==> src/rtl/black_frame_detector_core_defines.svh <==
// ----------------------------------------------------------------------------
// black frame detector assertion macros
// shared property forms, sampled on clk and disabled during rst
// ----------------------------------------------------------------------------
`ifndef BLACK_FRAME_DETECTOR_CORE_DEFINES_SVH
`define BLACK_FRAME_DETECTOR_CORE_DEFINES_SVH

// same-cycle implication
`define BFD_ASSERT_IMP(name, pre, post) \
  name: assert property (@(posedge clk) disable iff (rst) (pre) |-> (post)) \
    else $error("black frame detector: same-cycle check failed");

// next-cycle implication
`define BFD_ASSERT_NEXT(name, pre, post) \
  name: assert property (@(posedge clk) disable iff (rst) (pre) |=> (post)) \
    else $error("black frame detector: next-cycle check failed");

`endif

==> src/rtl/bfd_pkg.sv <==
// ----------------------------------------------------------------------------
// bfd_pkg
// constants and types for the black frame detector
// ----------------------------------------------------------------------------
package bfd_pkg;

  // default frame size limit and sampling grid
  localparam int MAX_DIM_DEF  = 4096;
  localparam int GRID_DIV_DEF = 16;

  // register port
  localparam int CFG_DATA_W = 13;
  localparam int APB_DATA_W = 32;
  localparam int APB_ADDR_W = 3;

  typedef enum logic {
    REG_FRAME_WIDTH  = 1'b0,
    REG_FRAME_HEIGHT = 1'b1
  } reg_idx_t;

  // counters and luma
  localparam int COUNT_W    = 10;
  localparam int COUNT_MAX  = 1023;
  localparam int LUMA_W     = 15;
  localparam int W_RED      = 30;
  localparam int W_GREEN    = 59;
  localparam int W_BLUE     = 11;
  localparam int DARK_LIMIT = 800;

  // dark fraction test: dark * PCT_SCALE >= samples * PCT_DARK
  localparam int PCT_SCALE = 100;
  localparam int PCT_DARK  = 95;
  localparam int PCT_W     = COUNT_W + 7;

  // weighted color sum of one bgrx pixel
  function automatic logic [LUMA_W-1:0] luma_sum(input logic [31:0] px);
    logic [LUMA_W-1:0] b;
    logic [LUMA_W-1:0] g;
    logic [LUMA_W-1:0] r;
    b = LUMA_W'(px[7:0]);
    g = LUMA_W'(px[15:8]);
    r = LUMA_W'(px[23:16]);
    return r * LUMA_W'(W_RED) + g * LUMA_W'(W_GREEN) + b * LUMA_W'(W_BLUE);
  endfunction

endpackage

==> src/rtl/black_frame_detector_core.sv <==
// ----------------------------------------------------------------------------
// black_frame_detector_core
// samples a grid of pixels per frame and flags frames that are mostly black
// ----------------------------------------------------------------------------
// pixel channel: pixel_valid / pixel_ready carry one 32-bit bgrx pixel per
//   beat in raster order; frame size comes from frame_width / frame_height
// result channel: result_valid / result_ready carry one beat per frame
//   (mostly_dark, sample_total, dark_total), issued for the frame's last pixel
// throughput: one pixel per clock while pixel_ready holds; the position and
//   luma logic runs in the accept cycle, the counters one stage later
// result path: the last pixel's flags pass through the middle stage, and
//   result_valid is registered from them once the output is free
// stall: while a result waits, pixels keep flowing; only the next frame's
//   last pixel is held in the middle stage, and pixel_ready drops behind it
// config: apb writes at byte 0 (width) and 4 (height); the derived limits and
//   sampling steps are registered on the write, so pixels may follow at once
// reset: rst clears position, counters and both stages; the frame size
//   returns to 1 x 1
// ----------------------------------------------------------------------------
`include "black_frame_detector_core_defines.svh"

module black_frame_detector_core
  import bfd_pkg::*;
#(
  parameter int MAX_DIM  = MAX_DIM_DEF,
  parameter int GRID_DIV = GRID_DIV_DEF
) (
  input  logic                  clk,
  input  logic                  rst,
  // apb
  input  logic                  psel,
  input  logic                  penable,
  input  logic                  pwrite,
  input  logic [APB_ADDR_W-1:0] paddr,
  input  logic [APB_DATA_W-1:0] pwdata,
  output logic [APB_DATA_W-1:0] prdata,
  output logic                  pready,
  // pixels
  input  logic                  pixel_valid,
  output logic                  pixel_ready,
  input  logic [31:0]           pixel_word,
  // results
  output logic                  result_valid,
  input  logic                  result_ready,
  output logic                  mostly_dark,
  output logic [COUNT_W-1:0]    sample_total,
  output logic [COUNT_W-1:0]    dark_total
);

  localparam int POS_W    = (MAX_DIM > 1) ? $clog2(MAX_DIM) : 1;
  localparam int DIM_W    = $clog2(MAX_DIM + 1);
  localparam int STEP_MAX = (MAX_DIM / GRID_DIV > 1) ? MAX_DIM / GRID_DIV : 1;
  localparam int PH_W     = (STEP_MAX > 1) ? $clog2(STEP_MAX) : 1;
  localparam int STEP_W   = $clog2(STEP_MAX + 1);
  // reciprocal for dim / GRID_DIV, exact for every dim below 2**DIM_W
  localparam int DIV_SH   = DIM_W + $clog2(GRID_DIV);
  localparam int DIV_MUL  = ((1 << DIV_SH) + GRID_DIV - 1) / GRID_DIV;
  localparam int PROD_W   = DIM_W + DIV_SH + 1;

  // configuration
  logic [CFG_DATA_W-1:0] frame_width;
  logic [CFG_DATA_W-1:0] frame_height;
  logic [DIM_W-1:0]      width_lim;
  logic [DIM_W-1:0]      height_lim;
  logic [STEP_W-1:0]     step_x;
  logic [STEP_W-1:0]     step_y;

  logic                  cfg_wr;
  reg_idx_t              cfg_idx;
  logic [CFG_DATA_W-1:0] wr_dim;
  logic [31:0]           wr_ext;
  logic [DIM_W-1:0]      wr_lim;
  logic [PROD_W-1:0]     wr_prod;
  logic [PROD_W-1:0]     wr_quot;
  logic [STEP_W-1:0]     wr_step;

  assign pready  = 1'b1;
  assign cfg_wr  = psel && penable && pwrite && pready;
  assign cfg_idx = reg_idx_t'(paddr[2]);
  assign wr_dim  = pwdata[CFG_DATA_W-1:0];
  assign wr_ext  = 32'(wr_dim);

  always_comb begin
    if (wr_dim == '0) begin
      wr_lim = DIM_W'(1);
    end else if (wr_ext > 32'(MAX_DIM)) begin
      wr_lim = DIM_W'(MAX_DIM);
    end else begin
      wr_lim = DIM_W'(wr_ext);
    end
    wr_prod = PROD_W'(wr_lim) * PROD_W'(DIV_MUL);
    wr_quot = wr_prod >> DIV_SH;
    wr_step = (wr_quot == '0) ? STEP_W'(1) : STEP_W'(wr_quot);
  end

  always_ff @(posedge clk) begin
    if (rst) begin
      frame_width  <= CFG_DATA_W'(1);
      frame_height <= CFG_DATA_W'(1);
      width_lim    <= DIM_W'(1);
      height_lim   <= DIM_W'(1);
      step_x       <= STEP_W'(1);
      step_y       <= STEP_W'(1);
    end else if (cfg_wr) begin
      case (cfg_idx)
        REG_FRAME_WIDTH: begin
          frame_width <= wr_dim;
          width_lim   <= wr_lim;
          step_x      <= wr_step;
        end
        REG_FRAME_HEIGHT: begin
          frame_height <= wr_dim;
          height_lim   <= wr_lim;
          step_y       <= wr_step;
        end
        default: begin
        end
      endcase
    end
  end

  always_comb begin
    case (cfg_idx)
      REG_FRAME_WIDTH:  prdata = APB_DATA_W'(frame_width);
      REG_FRAME_HEIGHT: prdata = APB_DATA_W'(frame_height);
      default:          prdata = '0;
    endcase
  end

  // position tracking, done in the accept cycle
  logic [POS_W-1:0] column_pos;
  logic [POS_W-1:0] row_pos;
  logic [PH_W-1:0]  column_phase;
  logic [PH_W-1:0]  row_phase;

  logic             pixel_beat;
  logic [DIM_W:0]   col_inc;
  logic [DIM_W:0]   row_inc;
  logic [STEP_W:0]  colph_inc;
  logic [STEP_W:0]  rowph_inc;
  logic             row_end;
  logic             frame_end;
  logic             sampled;
  logic             dark;

  assign pixel_beat = pixel_valid && pixel_ready;
  assign col_inc    = (DIM_W+1)'(column_pos) + (DIM_W+1)'(1);
  assign row_inc    = (DIM_W+1)'(row_pos) + (DIM_W+1)'(1);
  assign colph_inc  = (STEP_W+1)'(column_phase) + (STEP_W+1)'(1);
  assign rowph_inc  = (STEP_W+1)'(row_phase) + (STEP_W+1)'(1);
  assign row_end    = col_inc >= (DIM_W+1)'(width_lim);
  assign frame_end  = row_end && (row_inc >= (DIM_W+1)'(height_lim));
  assign sampled    = (column_phase == '0) && (row_phase == '0);
  assign dark       = luma_sum(pixel_word) < LUMA_W'(DARK_LIMIT);

  always_ff @(posedge clk) begin
    if (rst) begin
      column_pos   <= '0;
      row_pos      <= '0;
      column_phase <= '0;
      row_phase    <= '0;
    end else if (pixel_beat) begin
      if (frame_end) begin
        column_pos   <= '0;
        row_pos      <= '0;
        column_phase <= '0;
        row_phase    <= '0;
      end else if (row_end) begin
        column_pos   <= '0;
        column_phase <= '0;
        row_pos      <= POS_W'(row_inc);
        row_phase    <= (rowph_inc >= (STEP_W+1)'(step_y)) ? '0 : PH_W'(rowph_inc);
      end else begin
        column_pos   <= POS_W'(col_inc);
        column_phase <= (colph_inc >= (STEP_W+1)'(step_x)) ? '0 : PH_W'(colph_inc);
      end
    end
  end

  // middle stage: per-pixel flags
  logic s1_valid;
  logic s1_sample;
  logic s1_dark;
  logic s1_last;
  logic s1_adv;
  logic out_free;

  assign out_free    = !result_valid || result_ready;
  assign s1_adv      = s1_valid && (!s1_last || out_free);
  assign pixel_ready = !s1_valid || s1_adv;

  always_ff @(posedge clk) begin
    if (rst) begin
      s1_valid <= 1'b0;
    end else if (pixel_ready) begin
      s1_valid <= pixel_valid;
    end
  end

  always_ff @(posedge clk) begin
    if (pixel_beat) begin
      s1_sample <= sampled;
      s1_dark   <= sampled && dark;
      s1_last   <= frame_end;
    end
  end

  // counters and result register
  logic [COUNT_W-1:0] sample_count;
  logic [COUNT_W-1:0] dark_count;
  logic [COUNT_W-1:0] sample_count_next;
  logic [COUNT_W-1:0] dark_count_next;
  logic [PCT_W-1:0]   dark_pct;
  logic [PCT_W-1:0]   limit_pct;

  always_comb begin
    sample_count_next = sample_count;
    dark_count_next   = dark_count;
    if (s1_sample && sample_count != COUNT_W'(COUNT_MAX)) begin
      sample_count_next = sample_count + COUNT_W'(1);
    end
    if (s1_dark && dark_count != COUNT_W'(COUNT_MAX)) begin
      dark_count_next = dark_count + COUNT_W'(1);
    end
    dark_pct  = PCT_W'(dark_count_next) * PCT_W'(PCT_SCALE);
    limit_pct = PCT_W'(sample_count_next) * PCT_W'(PCT_DARK);
  end

  always_ff @(posedge clk) begin
    if (rst) begin
      sample_count <= '0;
      dark_count   <= '0;
    end else if (s1_adv) begin
      if (s1_last) begin
        sample_count <= '0;
        dark_count   <= '0;
      end else begin
        sample_count <= sample_count_next;
        dark_count   <= dark_count_next;
      end
    end
  end

  always_ff @(posedge clk) begin
    if (rst) begin
      result_valid <= 1'b0;
    end else if (s1_adv && s1_last) begin
      result_valid <= 1'b1;
    end else if (result_ready) begin
      result_valid <= 1'b0;
    end
  end

  always_ff @(posedge clk) begin
    if (s1_adv && s1_last) begin
      mostly_dark  <= dark_pct >= limit_pct;
      sample_total <= sample_count_next;
      dark_total   <= dark_count_next;
    end
  end

  // checks
  `BFD_ASSERT_IMP(a_col_phase_home, column_pos == '0, column_phase == '0)
  `BFD_ASSERT_IMP(a_row_phase_home, row_pos == '0, row_phase == '0)
  `BFD_ASSERT_IMP(a_totals_sane, result_valid, dark_total <= sample_total && sample_total != '0)
  `BFD_ASSERT_NEXT(a_clear_on_frame, s1_adv && s1_last, sample_count == '0 && dark_count == '0)
  `BFD_ASSERT_IMP(a_result_source, $rose(result_valid), $past(s1_adv && s1_last))

endmodule
==> config.mk <==
export PLATFORM = sky130hd
export DESIGN_NAME = black_frame_detector_core
export DESIGN_NICKNAME = d
export VERILOG_FILES = /design/src/rtl/bfd_pkg.sv /design/src/rtl/black_frame_detector_core.sv
export VERILOG_INCLUDE_DIRS = /design/src /design/src/rtl
export SDC_FILE = /design/constraint.sdc
export NUM_CORES = 1
export LEC_CHECK = 0
export BUFFER_PORTS_ARGS = -buffer_cell sky130_fd_sc_hd__buf_2
export CAP_MARGIN = 20
export CORE_MARGIN = 4
export CORE_UTILIZATION = 26
export DETAILED_ROUTE_END_ITERATION = 10
export PLACE_DENSITY_LB_ADDON = 0.25
export SLEW_MARGIN = 20
export SYNTH_ARGS = -nofsm -noshare
export SYNTH_HDL_FRONTEND = slang
export SYNTH_SLANG_ARGS = --single-unit
==> constraint.sdc <==
create_clock -name clk -period 7.52 [get_ports clk]
set_input_delay 0.752 -clock clk [delete_from_list [all_inputs] [get_ports clk]]
set_output_delay 0.752 -clock clk [all_outputs]
set_load 0.005 [all_outputs]
==> metrics, run 1 <==
pre-CTS setup slack=between 0.7 and 0.8 ns; largest net degree at the start of global routing=93; Clock Latency Late Sink=between 0.4 and 0.5 ns; # setup viols final=0; Root Driver=clkbuf_16; hold worst-path end=frame_width[12]; commonest register cell after synthesis=dfxtp_1; DR vias/cell=4.606; total clock sinks=156; critical path class=reg2reg; ranking of synthesized cells by area=dfxtp_1 19%, ha_1 18%, fa_1 14%; final instance area=approximately 16000 um^2; HPWL after DPL=about 26000 um; required time worst endpoint=7.71 ns; hold_ws=around 0.45 ns; Peak VDD IR=0.3903 mV; drt first-iter violations=451; Port Buffer Count=80; diodes inserted=0; pwr dens=~250 nW/um^2; TNS Setup=0 ns; Routability Congestion=0.7792; CP Launch Type=flip-flop; Die X=between 200 and 250 um; worst flop-to-flop path endpoint=mostly_dark; Filler Cells Inserted=~5700; TritonCTS clock tree=done; cell accounting for the most synthesized area=dfxtp_1; FFs w/ async S/R, synth=0; Area Growth Syn to Fin=12.03%; Worst Path Arrival=7.01 ns; number of synthesized flops with an enable pin=24; vias=between 10000 and 15000; Initial Utilization=0.2620; Hold Path Origin=frame_width[12]; CP max FO=7; synth warn=0; clock skew=about 0.013 ns; R2R depth=27; Final ANT Viol Nets=0; Hold Path Class=reg2reg; ratio of cells with drive above 1 in the final layout=0.09564; internal reg-to-reg setup slack=roughly 0.70 ns; Die Span Y=about 240 um; RSZ-0062 raised after global routing=no; Post-Syn Area=around 14000 um^2; cts repair resizes=0; core area=around 54000 um^2; largest buffer count on any clock path=2; Seq/Total Area, Yosys=0.2390; first-pass GRT wire length=54290 um; Final Net Count=between 2000 and 2500; Die ar.=between 50000 and 60000 um^2; status=finished, final reports clean; # rows=85; hold_buf cts=0; Lkg Pwr=between 7 and 8 nW; maxcap violations=0; DRC viols=0; Yosys reg bits=~160; Worst Tran Pin Value=about 1.1 ns; TritonCTS buffer count=17; I/O pin count=between 100 and 150; kind of end point of the critical path=flip-flop; Cells after Synth=1595; GR Overflow Total=0; final hold vios=0; DR WL/cell=approximately 14 um; CTS H-Tree Depth=4; Rel. slew slack=0.2891; top achievable clock speed=between 0.1 and 0.15 GHz; postcts setup bufs=0; Worst Slack Setup Final=between 0.7 and 0.8 ns; Period Utilization, post-route=0.9067; WL final=~32000 um; most frequent cell after synthesis=inv_1; clock-pin slew on the worst setup and hold paths=approximately 0.070 ns; RR Startpoint=sample_count[0]; Cell variety after synth=77; fin. max-slew vios=0; Yosys top cell area share=0.1878; fin crit period=6.818 ns; Post-DP Area=15180 um^2; GRT Util Overall=0.1145; top cells by count, synth=235 x inv_1, 203 x ha_1, 176 x nand2_1, 132 x dfxtp_1, 127 x a21oi_1; hold-critical path depth=2; initial antenna violation count=0; DR pass1 iterations=5; Synth Area per Inst=8.823 um^2; number of global-route vias before repair=between 10000 and 15000
layer usage:
layer  part of all wire  global-route usage  vias to the layer above
li1                   -                   -                     5527
met3              0.030             0.01885                       20
met2               0.50              0.2039                      132
met4             0.0075             0.02151                        0
met5                  0                   0                        -
met1               0.46              0.1478                     5232
where the power goes:
group          switching [mW]  internal, mW
combinational            1.28         0.966
clock                   0.387         0.483
sequential             0.0226         0.871
worst max-delay path: stages (launching register included):
cell and delay (ns):
dfxtp_1 0.37, ha_1 0.25, nand3_1 0.17, o31a_1 0.26
nand4_1 0.14, xnor2_1 0.83, ha_1 0.40, xor2_1 0.17
ha_1 0.32, fa_1 0.54, inv_1 0.05, fa_1 0.50
inv_1 0.04, ha_1 0.33, o21a_1 0.12, o31a_1 0.12
o211ai_1 0.22, nand2_1 0.08, a21o_1 0.19, xnor2_1 0.12
ha_1 0.30, a21o_1 0.17, a21o_1 0.18, a21oi_1 0.15
nor2b_1 0.06, o21ai_0 0.16, a21oi_1 0.09, a211o_1 0.26
flip-flops by register name, indices dropped and copies added (netlist names):
signal	cells
s1_valid	1
height_lim	13
s1_sample	1
dark_count	10
frame_width	13
row_pos	12
s1_dark	1
frame_height	13
dark_total	10
width_lim	13
s1_last	1
step_x	9
column_pos	12
mostly_dark	1
sample_total	10
result_valid	1
row_phase	8
step_y	9
sample_count	10
column_phase	8
placed cells by master, fill, tap and decap left out, types with 34 or more instances in the layout:
cell,synthesis,layout
nand2_1,176,176
buf_2,5,79
dfxtp_1,132,132
xnor2_1,40,40
ha_1,203,203
a21oi_1,127,127
nor2_1,56,56
o21ai_0,45,45
nand3_1,46,46
inv_1,235,235
fa_1,97,97
xor2_1,34,34
stage by stage:
stage	power (mW)	util	std cells
after global placement	3.125	0.2827	2337
after floorplan	2.747	-	1613
after global routing	4.424	0.2935	2369
after CTS	4.069	0.2935	2369
after detailed placement	3.169	0.2827	2337
final	4.011	0.2935	2369
kinds of logic (layout without fill, tap and decap cells):
family                   Yosys count  count (layout)  share of synthesized area
other                              2              20                  0.0005337
multiplexers                      19              19                    0.01494
XOR/XNOR                          75              75                    0.04721
buffers and inverters            302             362                    0.08705
AND/OR/NAND/NOR                  428             428                     0.1493
flip-flops                       156             156                     0.2390
adder cells (fa/ha/maj)          300             300                     0.3185
AO/OA/AOI/OAI                    313             313                     0.1435
final cells by class:
cell class,instances,area [um^2],share of cell area
tap,696,870.8,0.05524
clock buffer,20,456.7,0.02897
multi-input combinational,1155,9552,0.6059
clock inverter,12,125.1,0.007937
sequential,156,3363,0.2133
timing repair buffer,95,515.5,0.03270
inverter,235,882.1,0.05595
worst max path at each step:
stage | from | endpoint | slack [ns] | cells past startpoint
final | sample_count[0] | mostly_dark | 0.70 | 27
after global routing | sample_count[0] | mostly_dark | 0.20 | 27
after CTS | sample_count[0] | mostly_dark | 0.72 | 27
after detailed placement | pixel_word[16] | s1_dark | 0.70 | 21
after global placement | pixel_word[16] | s1_dark | 0.68 | 21
after floorplan | sample_count[0] | mostly_dark | 1.21 | 25
Power figures use the tool's default switching activity.
==> run 2, diff against run 1 <==
ABC_AREA = 1   (was not set)
==> run 2 against run 1 <==
Against the previous run:
- cell area up 1.0%
- power up 20%
- register-to-register slack better by 0.12 ns
- sequential share of layout area down 0.22 points
- critical path depth up 3
- cell count up 10%
- core utilization up 0.070 points
- wire length up 5.4%
- worst setup slack better by 0.12 ns
- critical endpoint unchanged
- highest routed layer unchanged
==> metrics, run 2 <==
most used cell, CP=fa_1; critical path class=reg2reg; Worst Path Arrival=7.01 ns; CTS H-Tree Depth=4; fin crit period=around 6.7 ns; final instance area=15930 um^2; Die Span Y=between 200 and 250 um; FFs w/ async S/R, synth=0; Rel. slew slack=0.3109; Yosys reg bits=around 160; RSZ-0062 raised after global routing=no; Period Utilization, post-route=0.8904; complex-gate fraction of the synthesized area=0.1094; Post-DP Area=about 15000 um^2; # rows=between 80 and 90; total clock sinks=approximately 160; I/O pin count=130; DR vias/cell=between 4 and 5; Hold Path Origin=height_lim[6]; pre-CTS setup slack=0.8870 ns; Worst Slack Setup Final=between 0.8 and 0.9 ns; synth warn=0; required time worst endpoint=7.83 ns; Final ANT Viol Nets=0; final hold vios=0; Root Driver=clkbuf_16; Filler Cells Inserted=5808; internal reg-to-reg setup slack=between 0.8 and 0.9 ns; drt first-iter violations=approximately 430; GRT Util Overall=0.1179; core area=roughly 54000 um^2; first-pass GRT wire length=approximately 58000 um; DRC viols=0; # setup viols final=0; Yosys top cell area share=0.1846; Max stage delay on crit path=0.56 ns; DR pass1 iterations=5; top cells by count, synth=385 x nand2_1, 338 x inv_1, 203 x ha_1, 166 x a21oi_1, 132 x dfxtp_1; ratio of cells with drive above 1 in the final layout=0.07825; mux contribution to synthesized area=0; TritonCTS buffer count=17; number of synthesized flops with an enable pin=24; combinational family with the most area after synthesis=adder cells; status=finished, final reports clean; clock-pin slew on the worst setup and hold paths=about 0.070 ns; DR WL/cell=roughly 13 um; Final Net Count=between 2000 and 2500; Top Family by Delay on Critical Path=adder cells; initial antenna violation count=0; Area Growth Syn to Fin=11.25%; vias=around 12000; Die X=about 240 um; number of global-route vias before repair=11630; most common cell after layout, fill and taps aside=nand2_1; Buf/Inv on CP=4; Seq/Total Area, Yosys=0.2349; pwr dens=~300 nW/um^2; maxcap violations=0; cts repair resizes=0; HPWL after DPL=approximately 27000 um; CP Launch Type=flip-flop; Routability Congestion=slightly above 0.8; Synth Area per Inst=7.777 um^2; Post-Synth XOR/XNOR Area=0.04404; postcts setup bufs=0; hold-critical path depth=2; Port Buffer Count=80; clock skew=0.008820 ns; fin. max-slew vios=0; cell accounting for the most synthesized area=dfxtp_1; CP max FO=10; most frequent cell after synthesis=nand2_1; Die ar.=around 59000 um^2; top achievable clock speed=~0.15 GHz; Hold Path Class=reg2reg; Synth Area in Simple Gates=0.1850; kind of end point of the critical path=flip-flop; Peak VDD IR=between 0.2 and 0.25 mV; Cell variety after synth=50; Worst Tran Pin Value=1.034 ns; Synth Area in Adders=0.3130; Initial Utilization=0.2645; ranking of synthesized cells by area=dfxtp_1 18%, ha_1 18%, fa_1 14%; RR Startpoint=sample_count[0]; largest buffer count on any clock path=2; Crit-path slowest cell=fa_1; WL final=33970 um; Lkg Pwr=7.937 nW; GR Overflow Total=0; hold worst-path end=height_lim[6]; most frequent cells in the layout=385 x nand2_1, 338 x inv_1, 203 x ha_1; Cells after Synth=between 1500 and 2000; worst flop-to-flop path endpoint=mostly_dark; hold_buf cts=0; CP Launch Point=sample_count[0]; TritonCTS clock tree=done; Clock Latency Late Sink=0.44 ns; TNS Setup=0 ns; commonest register cell after synthesis=dfxtp_1; largest net degree at the start of global routing=65; R2R depth=30; hold_ws=0.4669 ns; Post-Syn Area=approximately 14000 um^2
==> run 2: routing by layer <==
layer	wire (um)	track usage	part of all wire	vias to the layer above
met5	0	0	0	-
met4	440	0.02461	0.013	0
met3	902	0.02185	0.027	22
met2	16680	0.2081	0.49	121
met1	15950	0.1507	0.47	5398
li1	-	-	-	5974
==> run 2: worst max-delay path by stage <==
stage,end,cells past startpoint
floorplan,mostly_dark,33
global placement,mostly_dark,31
detailed placement,mostly_dark,31
CTS,mostly_dark,31
global route,mostly_dark,31
finish,mostly_dark,30
==> run 2: layout make-up <==
type,instances,area [um^2],share of cell area
clock inverter,11,86.33,0.005420
timing repair buffer,85,437.9,0.02749
inverter,346,1301,0.08170
tap,696,870.8,0.05467
clock buffer,20,457.9,0.02875
antenna,1,2.502,0.0001571
sequential,156,3363,0.2112
multi-input combinational,1299,9408,0.5907
==> run 2: cells by family (layout without fill, tap and decap cells) <==
family	Yosys count	count (layout)
AOI/OAI and AO/OA	285	285
xor gates and xnor gates	72	72
adders and majority gates	300	300
buffers and inverters	404	462
DFF	156	156
other	2	21
and+or+nand+nor	622	622
==> run 2: tightest hold or removal path, delay by kind of cell, from the launching register on <==
family / cells / cell delay, ns
flip-flops: 1 / 0.30
AO/OA/AOI/OAI: 1 / 0.06
buffers and inverters: 1 / 0.06
==> run 2: power breakdown <==
part	internal (mW)	switching (mW)
registers	0.895	0.0212
clock network	0.445	0.376
logic	1.20	1.89
==> run 2: metrics by stage <==
step / power [mW] / utilization / std cells
after floorplan: 3.394 / - / 1859
after global placement: 4.023 / 0.2841 / 2582
after detailed placement: 4.055 / 0.2841 / 2582
after CTS: 4.921 / 0.2942 / 2613
after global routing: 5.517 / 0.2942 / 2613
final: 4.828 / 0.2942 / 2614
